==> src/sv/trce_pkg.sv <==
// shared types and constants for the tri-state remote code encoder
`timescale 1ns / 1ps
`default_nettype none

package trce_pkg;

    localparam int CODES_W  = 24;
    localparam int PERIOD_W = 10;
    localparam int DUR_W    = 17;
    localparam int CLK_W    = 7;

    localparam logic [PERIOD_W-1:0] PERIOD_RESET = 10'd100;

    localparam logic [CLK_W-1:0] CLK_SHORT    = 7'd4;
    localparam logic [CLK_W-1:0] CLK_LONG     = 7'(16 - 4);
    localparam logic [CLK_W-1:0] CLK_SYNC_LOW = 7'(128 - 4);

    localparam logic [1:0] CODE_LOW   = 2'd0;
    localparam logic [1:0] CODE_HIGH  = 2'd1;
    localparam logic [1:0] CODE_FLOAT = 2'd2;
    localparam logic [1:0] CODE_SKIP  = 2'd3;

    typedef enum logic [1:0] {
        ST_IDLE,
        ST_PINS,
        ST_SYNC_HI,
        ST_SYNC_LO
    } state_t;

    typedef enum logic [1:0] {
        SEG_PIN,
        SEG_SYNC_HI,
        SEG_SYNC_LO
    } seg_kind_t;

    typedef struct packed {
        logic      load;
        logic      emit;
        logic      step;
        logic      skip;
        seg_kind_t kind;
    } dp_cmd_t;

    typedef struct packed {
        logic code_skip;
        logic seg_last;
        logic pin_last;
        logic out_free;
    } dp_sts_t;

endpackage

`default_nettype wire

==> src/sv/trce_ctrl.sv <==
// sequencing state machine: walks pins, segments and the closing sync
`timescale 1ns / 1ps
`default_nettype none

module trce_ctrl (
    input  wire logic              clk,
    input  wire logic              rst_n,
    input  wire logic              in_valid,
    output logic                   in_stall,
    input  wire trce_pkg::dp_sts_t sts,
    output trce_pkg::dp_cmd_t      cmd
);
    import trce_pkg::*;

    state_t state_reg;
    state_t state_next;

    always_ff @(posedge clk or negedge rst_n)
    begin
        if (!rst_n)
        begin
            state_reg <= ST_IDLE;
        end
        else
        begin
            state_reg <= state_next;
        end
    end

    always_comb
    begin
        state_next = state_reg;
        cmd        = '{load: 1'b0, emit: 1'b0, step: 1'b0, skip: 1'b0, kind: SEG_PIN};
        in_stall   = (state_reg != ST_IDLE);
        case (state_reg)
            ST_IDLE:
            begin
                if (in_valid)
                begin
                    cmd.load   = 1'b1;
                    state_next = ST_PINS;
                end
            end
            ST_PINS:
            begin
                if (sts.code_skip)
                begin
                    cmd.skip = 1'b1;
                    if (sts.pin_last)
                    begin
                        state_next = ST_SYNC_HI;
                    end
                end
                else if (sts.out_free)
                begin
                    cmd.emit = 1'b1;
                    cmd.step = 1'b1;
                    if (sts.seg_last && sts.pin_last)
                    begin
                        state_next = ST_SYNC_HI;
                    end
                end
            end
            ST_SYNC_HI:
            begin
                if (sts.out_free)
                begin
                    cmd.emit   = 1'b1;
                    cmd.kind   = SEG_SYNC_HI;
                    state_next = ST_SYNC_LO;
                end
            end
            ST_SYNC_LO:
            begin
                if (sts.out_free)
                begin
                    cmd.emit   = 1'b1;
                    cmd.kind   = SEG_SYNC_LO;
                    state_next = ST_IDLE;
                end
            end
            default:
            begin
                state_next = ST_IDLE;
            end
        endcase
    end

    a_emit_needs_room: assert property (@(posedge clk) disable iff (!rst_n)
        cmd.emit |-> sts.out_free)
        else $error("segment issued while output register is full");

    a_sync_lo_ends: assert property (@(posedge clk) disable iff (!rst_n)
        (state_reg == ST_SYNC_LO) && sts.out_free |=> state_reg == ST_IDLE)
        else $error("sync low segment did not close the packet");

    a_load_only_idle: assert property (@(posedge clk) disable iff (!rst_n)
        cmd.load |=> state_reg == ST_PINS)
        else $error("packet load did not start pin walk");

endmodule

`default_nettype wire

==> src/sv/trce_dp.sv <==
// datapath: period register, pin code shifter, counters, duration product, output register
`timescale 1ns / 1ps
`default_nettype none

module trce_dp #(
    parameter int NUM_PINS = 12
) (
    input  wire logic                            clk,
    input  wire logic                            rst_n,
    input  wire logic                            cfg_wr_en,
    input  wire logic [trce_pkg::PERIOD_W-1:0]   cfg_wr_data,
    input  wire logic [trce_pkg::CODES_W-1:0]    pin_codes,
    input  wire trce_pkg::dp_cmd_t               cmd,
    output trce_pkg::dp_sts_t                    sts,
    output logic                                 out_valid,
    input  wire logic                            out_stall,
    output logic                                 line_level,
    output logic [trce_pkg::DUR_W-1:0]           duration_us,
    output logic                                 last_segment
);
    import trce_pkg::*;

    localparam int PIN_W   = (NUM_PINS > 1) ? $clog2(NUM_PINS) : 1;
    localparam int SHIFT_W = 2 * NUM_PINS;

    logic [PERIOD_W-1:0] period_reg;
    logic [SHIFT_W-1:0]  codes_reg;
    logic [SHIFT_W-1:0]  codes_next;
    logic [PIN_W-1:0]    pin_reg;
    logic [PIN_W-1:0]    pin_next;
    logic [1:0]          seg_reg;
    logic [1:0]          seg_next;
    logic                valid_reg;
    logic                valid_next;
    logic                level_reg;
    logic [DUR_W-1:0]    dur_reg;
    logic                last_reg;

    logic [1:0]       code;
    logic             long_first;
    logic             seg_level;
    logic [CLK_W-1:0] seg_clocks;
    logic             seg_last_flag;
    logic             pin_advance;

    assign code       = codes_reg[1:0];
    // float sends its first bit as low and its second as high
    assign long_first = (code == CODE_HIGH) || ((code == CODE_FLOAT) && seg_reg[1]);

    always_comb
    begin
        seg_level     = 1'b0;
        seg_clocks    = CLK_SHORT;
        seg_last_flag = 1'b0;
        case (cmd.kind)
            SEG_PIN:
            begin
                seg_level  = ~seg_reg[0];
                seg_clocks = (seg_level == long_first) ? CLK_LONG : CLK_SHORT;
            end
            SEG_SYNC_HI:
            begin
                seg_level  = 1'b1;
                seg_clocks = CLK_SHORT;
            end
            SEG_SYNC_LO:
            begin
                seg_level     = 1'b0;
                seg_clocks    = CLK_SYNC_LOW;
                seg_last_flag = 1'b1;
            end
            default:
            begin
                seg_level = 1'b0;
            end
        endcase
    end

    assign pin_advance = cmd.skip || (cmd.step && (seg_reg == 2'd3));

    always_comb
    begin
        codes_next = codes_reg;
        pin_next   = pin_reg;
        seg_next   = seg_reg;
        if (cmd.load)
        begin
            codes_next = pin_codes[SHIFT_W-1:0];
            pin_next   = '0;
            seg_next   = '0;
        end
        else
        begin
            if (cmd.step)
            begin
                seg_next = seg_reg + 2'd1;
            end
            if (pin_advance)
            begin
                codes_next = codes_reg >> 2;
                pin_next   = pin_reg + PIN_W'(1);
            end
        end
    end

    assign sts.code_skip = (code == CODE_SKIP);
    assign sts.seg_last  = (seg_reg == 2'd3);
    assign sts.pin_last  = (pin_reg == PIN_W'(NUM_PINS - 1));
    assign sts.out_free  = ~valid_reg | ~out_stall;

    always_comb
    begin
        valid_next = valid_reg;
        if (cmd.emit)
        begin
            valid_next = 1'b1;
        end
        else if (~out_stall)
        begin
            valid_next = 1'b0;
        end
    end

    always_ff @(posedge clk or negedge rst_n)
    begin
        if (!rst_n)
        begin
            period_reg <= PERIOD_RESET;
            pin_reg    <= '0;
            seg_reg    <= '0;
            valid_reg  <= 1'b0;
        end
        else
        begin
            if (cfg_wr_en)
            begin
                period_reg <= cfg_wr_data;
            end
            pin_reg   <= pin_next;
            seg_reg   <= seg_next;
            valid_reg <= valid_next;
        end
    end

    // payload words carry no reset
    always_ff @(posedge clk)
    begin
        codes_reg <= codes_next;
        if (cmd.emit)
        begin
            level_reg <= seg_level;
            dur_reg   <= DUR_W'(period_reg) * DUR_W'(seg_clocks);
            last_reg  <= seg_last_flag;
        end
    end

    assign out_valid    = valid_reg;
    assign line_level   = level_reg;
    assign duration_us  = dur_reg;
    assign last_segment = last_reg;

    a_last_is_low: assert property (@(posedge clk) disable iff (!rst_n)
        valid_reg && last_reg |-> !level_reg)
        else $error("closing word is not a low segment");

    a_emit_loads_word: assert property (@(posedge clk) disable iff (!rst_n)
        cmd.emit |=> valid_reg)
        else $error("issued segment did not reach the output register");

    a_skip_no_emit: assert property (@(posedge clk) disable iff (!rst_n)
        cmd.skip |-> !cmd.emit && !cmd.step)
        else $error("skipped pin produced a segment");

endmodule

`default_nettype wire

==> src/sv/tristate_remote_code_encoder.sv <==
// Tri-state remote code encoder top level.
// Input channel: one word is a packet of tri-state pin codes (pin_codes, two bits
// per pin, pin 0 in bits 1:0). Output channel: one word per line segment, giving
// line_level, duration_us and last_segment, which marks the closing sync low.
// Each pin that is not skipped yields four segments; every packet ends with a
// sync high and a sync low segment, so 2 to 50 words per packet.
// The first word is registered on the output after the packet is accepted and
// the sequencer has entered its pin walk and passed any skipped pins ahead of
// the first segment. Throughput: the single segment sequencer issues at most
// one segment a cycle and is the limit. A new packet is taken once the last
// word has been issued, while that word may still wait in the output register.
// cfg_wr_en / cfg_wr_data write the oscillator period in microseconds; write
// it only while the block is idle.
// Reset sets the period to 100 and empties the output register.
// A stall on the output holds the current word; the sequencer waits at its next
// segment, while skipped pins still move on one a cycle.
`timescale 1ns / 1ps
`default_nettype none

module tristate_remote_code_encoder #(
    parameter int NUM_PINS = 12
) (
    input  wire logic                          clk,
    input  wire logic                          rst_n,
    input  wire logic                          cfg_wr_en,
    input  wire logic [trce_pkg::PERIOD_W-1:0] cfg_wr_data,
    input  wire logic                          in_valid,
    output logic                               in_stall,
    input  wire logic [trce_pkg::CODES_W-1:0]  pin_codes,
    output logic                               out_valid,
    input  wire logic                          out_stall,
    output logic                               line_level,
    output logic [trce_pkg::DUR_W-1:0]         duration_us,
    output logic                               last_segment
);
    import trce_pkg::*;

    dp_cmd_t cmd;
    dp_sts_t sts;

    trce_ctrl u_ctrl (
        .clk      (clk),
        .rst_n    (rst_n),
        .in_valid (in_valid),
        .in_stall (in_stall),
        .sts      (sts),
        .cmd      (cmd)
    );

    trce_dp #(
        .NUM_PINS (NUM_PINS)
    ) u_dp (
        .clk          (clk),
        .rst_n        (rst_n),
        .cfg_wr_en    (cfg_wr_en),
        .cfg_wr_data  (cfg_wr_data),
        .pin_codes    (pin_codes),
        .cmd          (cmd),
        .sts          (sts),
        .out_valid    (out_valid),
        .out_stall    (out_stall),
        .line_level   (line_level),
        .duration_us  (duration_us),
        .last_segment (last_segment)
    );

endmodule

`default_nettype wire

==> config.mk <==
export PLATFORM = sky130hd
export DESIGN_NAME = tristate_remote_code_encoder
export DESIGN_NICKNAME = d
export VERILOG_FILES = /design/src/sv/trce_pkg.sv /design/src/sv/trce_ctrl.sv /design/src/sv/trce_dp.sv /design/src/sv/tristate_remote_code_encoder.sv
export SDC_FILE = /design/constraint.sdc
export NUM_CORES = 1
export LEC_CHECK = 0
export ABC_AREA = 1
export BUFFER_PORTS_ARGS = -buffer_cell sky130_fd_sc_hd__buf_2
export CORE_UTILIZATION = 45
export CTS_CLUSTER_DIAMETER = 150
export CTS_CLUSTER_SIZE = 40
export DETAILED_ROUTE_END_ITERATION = 7
export PLACE_DENSITY = 0.67
export SLEW_MARGIN = 30
export SYNTH_ARGS = -nofsm -noshare
export SYNTH_HDL_FRONTEND = slang
export SYNTH_SLANG_ARGS = --single-unit
==> constraint.sdc <==
create_clock -name clk -period 8.91 [get_ports clk]
set_input_delay 0.4455 -clock clk [delete_from_list [all_inputs] [get_ports clk]]
set_output_delay 0.4455 -clock clk [all_outputs]
set_load 0.03 [all_outputs]
# Word level (Yosys, flattened, before mapping)
# Cells that the tools add are included.
# totals
reg_bits	62
latch_bits	0
ram_bits	0
romBits	0
input_bits	39
output_inout_bits	21
elab_cells	77
mem_count	0
# classes
addsub	2
multipliers	1
div_mod_pow	0
order_cmp	0
n_eq_ne	18
shift	0
n_mux	31
n_bitwise	4
reduce_logical	12
# op_table
operator	count
two-way mux 24 bit	2
two-way mux 2 bit	13
multiplier 10 x 7 -> 17 bit	1
one-hot mux 7 bit (2 select lines)	1
== test 2 bit, second input constant	6
two-way mux 4 bit	3
two-way mux 1 bit	8
one-hot mux 2 bit (4 select lines)	1
== test 2 x 1 -> 1 bit, second input constant	3
!= test 2 bit, second input constant	3
!= test 3 x 2 -> 1 bit, second input constant	2
AND reduction 6 bit	1
nonzero test 2 bit	3
adder 4 x 1 -> 4 bit, second input constant	1
== test 4 bit, second input constant	1
logical NOT 2 bit	2
one-hot mux 1 bit (2 select lines)	2
one-hot mux 2 bit (2 select lines)	1
logical AND 1 bit	3
!= test 3 bit, second input constant	1
NOT 1 bit	3
adder 2 x 1 -> 2 bit, second input constant	1
logical OR 1 bit	2
!= test 2 x 1 -> 1 bit, second input constant	1
other kinds (3)	3

# Logic depth before layout (Yosys ltp)
# depth
ltp_word	9
mapped_depth	22
depth_no_buf	22

# Cells and area by module
# Synthesis repeated with hierarchy kept, for this count alone.
# unflattened
hier_cells	484
hier_area_um2	4266.6
# by_module_without_submodules
mod	n_inst	cells_per_inst	area_each_um2	seq_area_each_um2
trce_dp	1	440	4005.1	1660.3
trce_ctrl	1	44	261.5	50.0

# Worst setup path before layout
# Ideal clock, no wire load.
# synth_path
path_type	reg2reg
startpoint	reg u_ctrl.state_reg[0]
endpoint	reg u_dp.dur_reg[14] (netlist: u_dp.duration_us[14]), data pin
setup_ps	252
arrival_ps	3973
t_required_ps	8658
setup_slack_ps	4685
stages_incl_launch_ff	17
synth_period_minus_slack_ps	4225
path_cell_list	dfrtp_1 > inv_1 > ha_1 > nand3b_4 > buf_6 > nor2_1 > fa_1 > fa_1 > fa_1 > ha_1 > ha_1 > a21oi_1 > nor2_1 > nor2_1 > nand2_1 > nand2_1 > nand2_1
# synth_between
elab_chain_cells	5
# synth_lines
element	line	source
start, declared	trce_ctrl.sv:15	state_t state_reg;
start signal, assigned	trce_ctrl.sv:26	state_reg <= state_next;
== test 2 bit	trce_ctrl.sv:35	case (state_reg)
one-hot mux 2 bit (2 select lines) *	trce_ctrl.sv:35	
== test 2 bit / logical NOT 2 bit (equally long branches)	trce_dp.sv:55	case (cmd.kind)
one-hot mux 7 bit (2 select lines) *	trce_dp.sv:55	
multiplier 10 x 7 -> 17 bit *	trce_dp.sv:152	dur_reg <= DUR_W'(period_reg) * DUR_W'(seg_clocks);
end signal, assigned	trce_dp.sv:152	
end, declared	trce_dp.sv:36	logic [DUR_W-1:0] dur_reg;
# Mark *: on every way between the ends. The rest lies on a longest branch, timed or not.
# A chain may end at the register's enable or synchronous reset.

# Worst setup path after layout
# Same ends and word-level chain as after synthesis.

==> impl_metrics.tcl <==
set metrics [dict create \
    status "finished clean" \
    synth.most_common_cell "nand2_1" \
    setup_viol 0 \
    seqPwrFrac_pct 30.8 \
    yosysTopAreaCell "edfxtp_1" \
    ff2ff_setup_slack_ps 4450 \
    end_kind "flip-flop" \
    period_minus_slack_ps 4460 \
    netSwitchingPower_mw 0.737 \
    crit_path_top_delay_cell "fa_1" \
    use_met1_pct 23.0 \
    antenna_found_initial 0 \
    hold_viol 0 \
    critical_path_required_ps 9000 \
    synth_cell_types 33 \
    setup_tns_ps 0 \
    startpoint_type "flip-flop" \
    timing.rr.end "u_dp.duration_us[14]$_DFFE_PP_" \
    grt_pass1_wl_um 13300 \
    crit_chain "inv_1 > ha_1 > nand3b_4 > nor2_1 > fa_1 > fa_1 > fa_1 > ha_1 > ha_1 > a21oi_1 > nor2_1 > nor2_1 > nand2_1 > nand2_1 > nand2_1" \
    syn_area_per_cell_um2 9.02 \
    avgViaCountPerCell 4.92 \
    io_buffers 57 \
    ys_ff_latch 60 \
    fp.dieW_um 98.8 \
    wirelength_um 7480 \
    pwr_density_cell_nw_per_um2 348 \
    drv_slew 0 \
    crit_buf_inv 1 \
    drt_iter0_markers 163 \
    clkSinkCount 60 \
    timing.hold.ws_ps 45.6 \
    p_int_mw 0.941 \
    core_um2 8890 \
    busiest_layer "met2" \
    insertion_delay_ps 330 \
    syn2layout_area_growth_pct 14.2 \
    grt_use_met3_pct 3.33 \
    setup_ws_ps 4450 \
    swShare_pct 43.9 \
    synth_warnings 0 \
    ctsHoldBuffers 0 \
    cts_buffer_depth 2 \
    path_delay_family "adder cells" \
    hold_path.class "input port to asynchronous set/reset pin" \
    power_mw 1.68 \
    tightest_slew_ps 674 \
    seq_area_um2 1710 \
    place_worst_setup_slack_ps 4430 \
    place_congestion 0.878 \
    io-pin-count 60 \
    grt_pass1_vias 3086 \
    multi_input_area_um2 2230 \
    die_h_um 98.8 \
    cts_resized 0 \
    max_freq_mhz 224 \
    r2r_start "u_ctrl.state_reg[0]$_DFFE_PN0P_" \
    dp_hpwl_um 5680 \
    critPathKind "flip-flop to flip-flop" \
    drcViolationCount 0 \
    cp.arrival_ps 4550 \
    power_frac_clock_pct 16.4 \
    design.die.area_um2 9770 \
    syn_inst 468 \
    worst-path-max-fanout 13 \
    synth_common_cells "nand2_1 (148), inv_1 (61), ha_1 (50)" \
    synthFlopType "edfxtp_1" \
    vias 3148 \
    dr.pass1.iters 6 \
    synth.area.top_cells "edfxtp_1 (29%), ha_1 (15%), nand2_1 (13%), dfrtp_1 (9.5%), fa_1 (9.5%)" \
    post_cts_buffers 0 \
    grt_use_total_pct 17.0 \
    timing.slew.headroom_pct 55.0 \
    path_clk_slew_ps 80 \
    p_leak_nw 2.53 \
    design_area_um2 4820 \
    htreeDepth 3 \
    wl_per_cell_um 11.7 \
    r2r_cells 15 \
    cts_tree "built" \
    grt_max_degree 33 \
    fillers 814 \
    rsz0062_at_grt "false" \
    rows 34 \
    ys_async_sr_fraction_pct 31.7 \
    layout-drive-gt1-share_pct 16.7 \
    grt-ovfl-total 0 \
    maxCapViolations 0 \
    synth_area_um2 4220 \
    ys_seq_area_share_pct 40.5 \
    cts_buffers 9 \
    cts-root-buf "clkbuf_8" \
    fin_crit_sh_pct 50.1 \
    nNetsFinal 636 \
    cpPeakStageDelay_ps 510 \
    gr-usage-met2_pct 27.2 \
    placed_area_um2 4600 \
    synthDominantCellAreaShare_pct 29.2 \
    startpoint "u_ctrl.state_reg[0]$_DFFE_PN0P_" \
    ir_drop_uv 122 \
    initial_utilization_pct 47.5 \
    antenna_cells 0 \
    antenna_left 0 \
    largest_reg_flops 24 \
    synth_enable_flop_cells 41 \
    fin_skew_ps 18.3 \
    p_comb_share_pct 52.8 \
]
## per-layer routing
metal	part of all wire, %	vias to the layer above
li1	-	1611
met1	47	1444
met2	46	84
met3	5.9	9
met4	1.4	0
met5	0	-
## worst max path at each step
stage | end | slack [ps] | cells past startpoint
floorplan | u_dp.duration_us[14]$_DFFE_PP_ | 4690 | 16
CTS | u_dp.duration_us[14]$_DFFE_PP_ | 4420 | 15
global placement | u_dp.duration_us[12]$_DFFE_PP_ | 4550 | 18
detailed placement | u_dp.duration_us[14]$_DFFE_PP_ | 4430 | 15
global route | u_dp.duration_us[14]$_DFFE_PP_ | 4040 | 15
finish | u_dp.duration_us[14]$_DFFE_PP_ | 4450 | 15
## cells by family after synthesis
family	synth area share, %
xor gates and xnor gates	1.25
AOI/OAI and AO/OA	5.10
buffers and inverters	6.88
adders and majority gates	24.3
and+or+nand+nor	21.9
DFF	40.5
other	0.0889
## worst reg2reg max path, delay by kind of cell, from the launching register on
family	cells	cell delay [ps]
adder cells (fa/ha/maj)	6	2390
AO/OA/AOI/OAI	1	280
flip-flops	1	400
buffers and inverters	1	100
AND/OR/NAND/NOR	7	1070
## cells in the final DEF, fill, tap and decap left out
master and count:
a21oi_1 10, o21ai_2 2, nand3b_4 1, xor2_1 4, nand4_1 5, xnor2_1 2
clkinv_4 2, nand2_2 3, conb_1 2, o21ai_0 18, nand2_1 146, a21oi_2 1
a21oi_4 1, dfstp_2 3, o21ai_1 2, a21boi_0 1, inv_1 61, buf_4 1
nor3_4 1, buf_2 57, fa_1 20, edfxtp_1 41, clkinv_2 1, inv_6 1
nor2_4 1, nand3_1 21, bufinv_16 2, nor3_1 1, dfrtp_1 16, o21bai_1 2
nor2_1 41, clkinvlp_4 1, clkbuf_8 9, or2_2 1, nand2_4 1, ha_1 50
## power groups by stage
| stage | Combinational (mW) | Clock, mW | Sequential, mW |
|---|---|---|---|
| 2_1_floorplan | 0.609 | 0 | 0.604 |
| 3_3_place_gp | 0.877 | 0 | 0.520 |
| 3_5_place_dp | 0.888 | 0 | 0.522 |
| 4_1_cts | 0.901 | 0.281 | 0.517 |
| 5_1_grt | 1.02 | 0.294 | 0.530 |
| 6_report | 0.886 | 0.275 | 0.517 |
## area by class of cell
class	instances	area share (%)
tap	108	2.80
multi-input combinational	337	46.2
sequential	60	35.5
timing repair buffer	58	6.08
clock inverter	7	2.05
clock buffer	9	2.57
inverter	61	4.75
## stage by stage
step	util, %	instances
final	54.2	640
after detailed placement	51.7	624
after global routing	54.2	640
after global placement	51.6	624
after floorplan	-	469
after CTS	54.2	640
(Power assumes the default switching activity.)
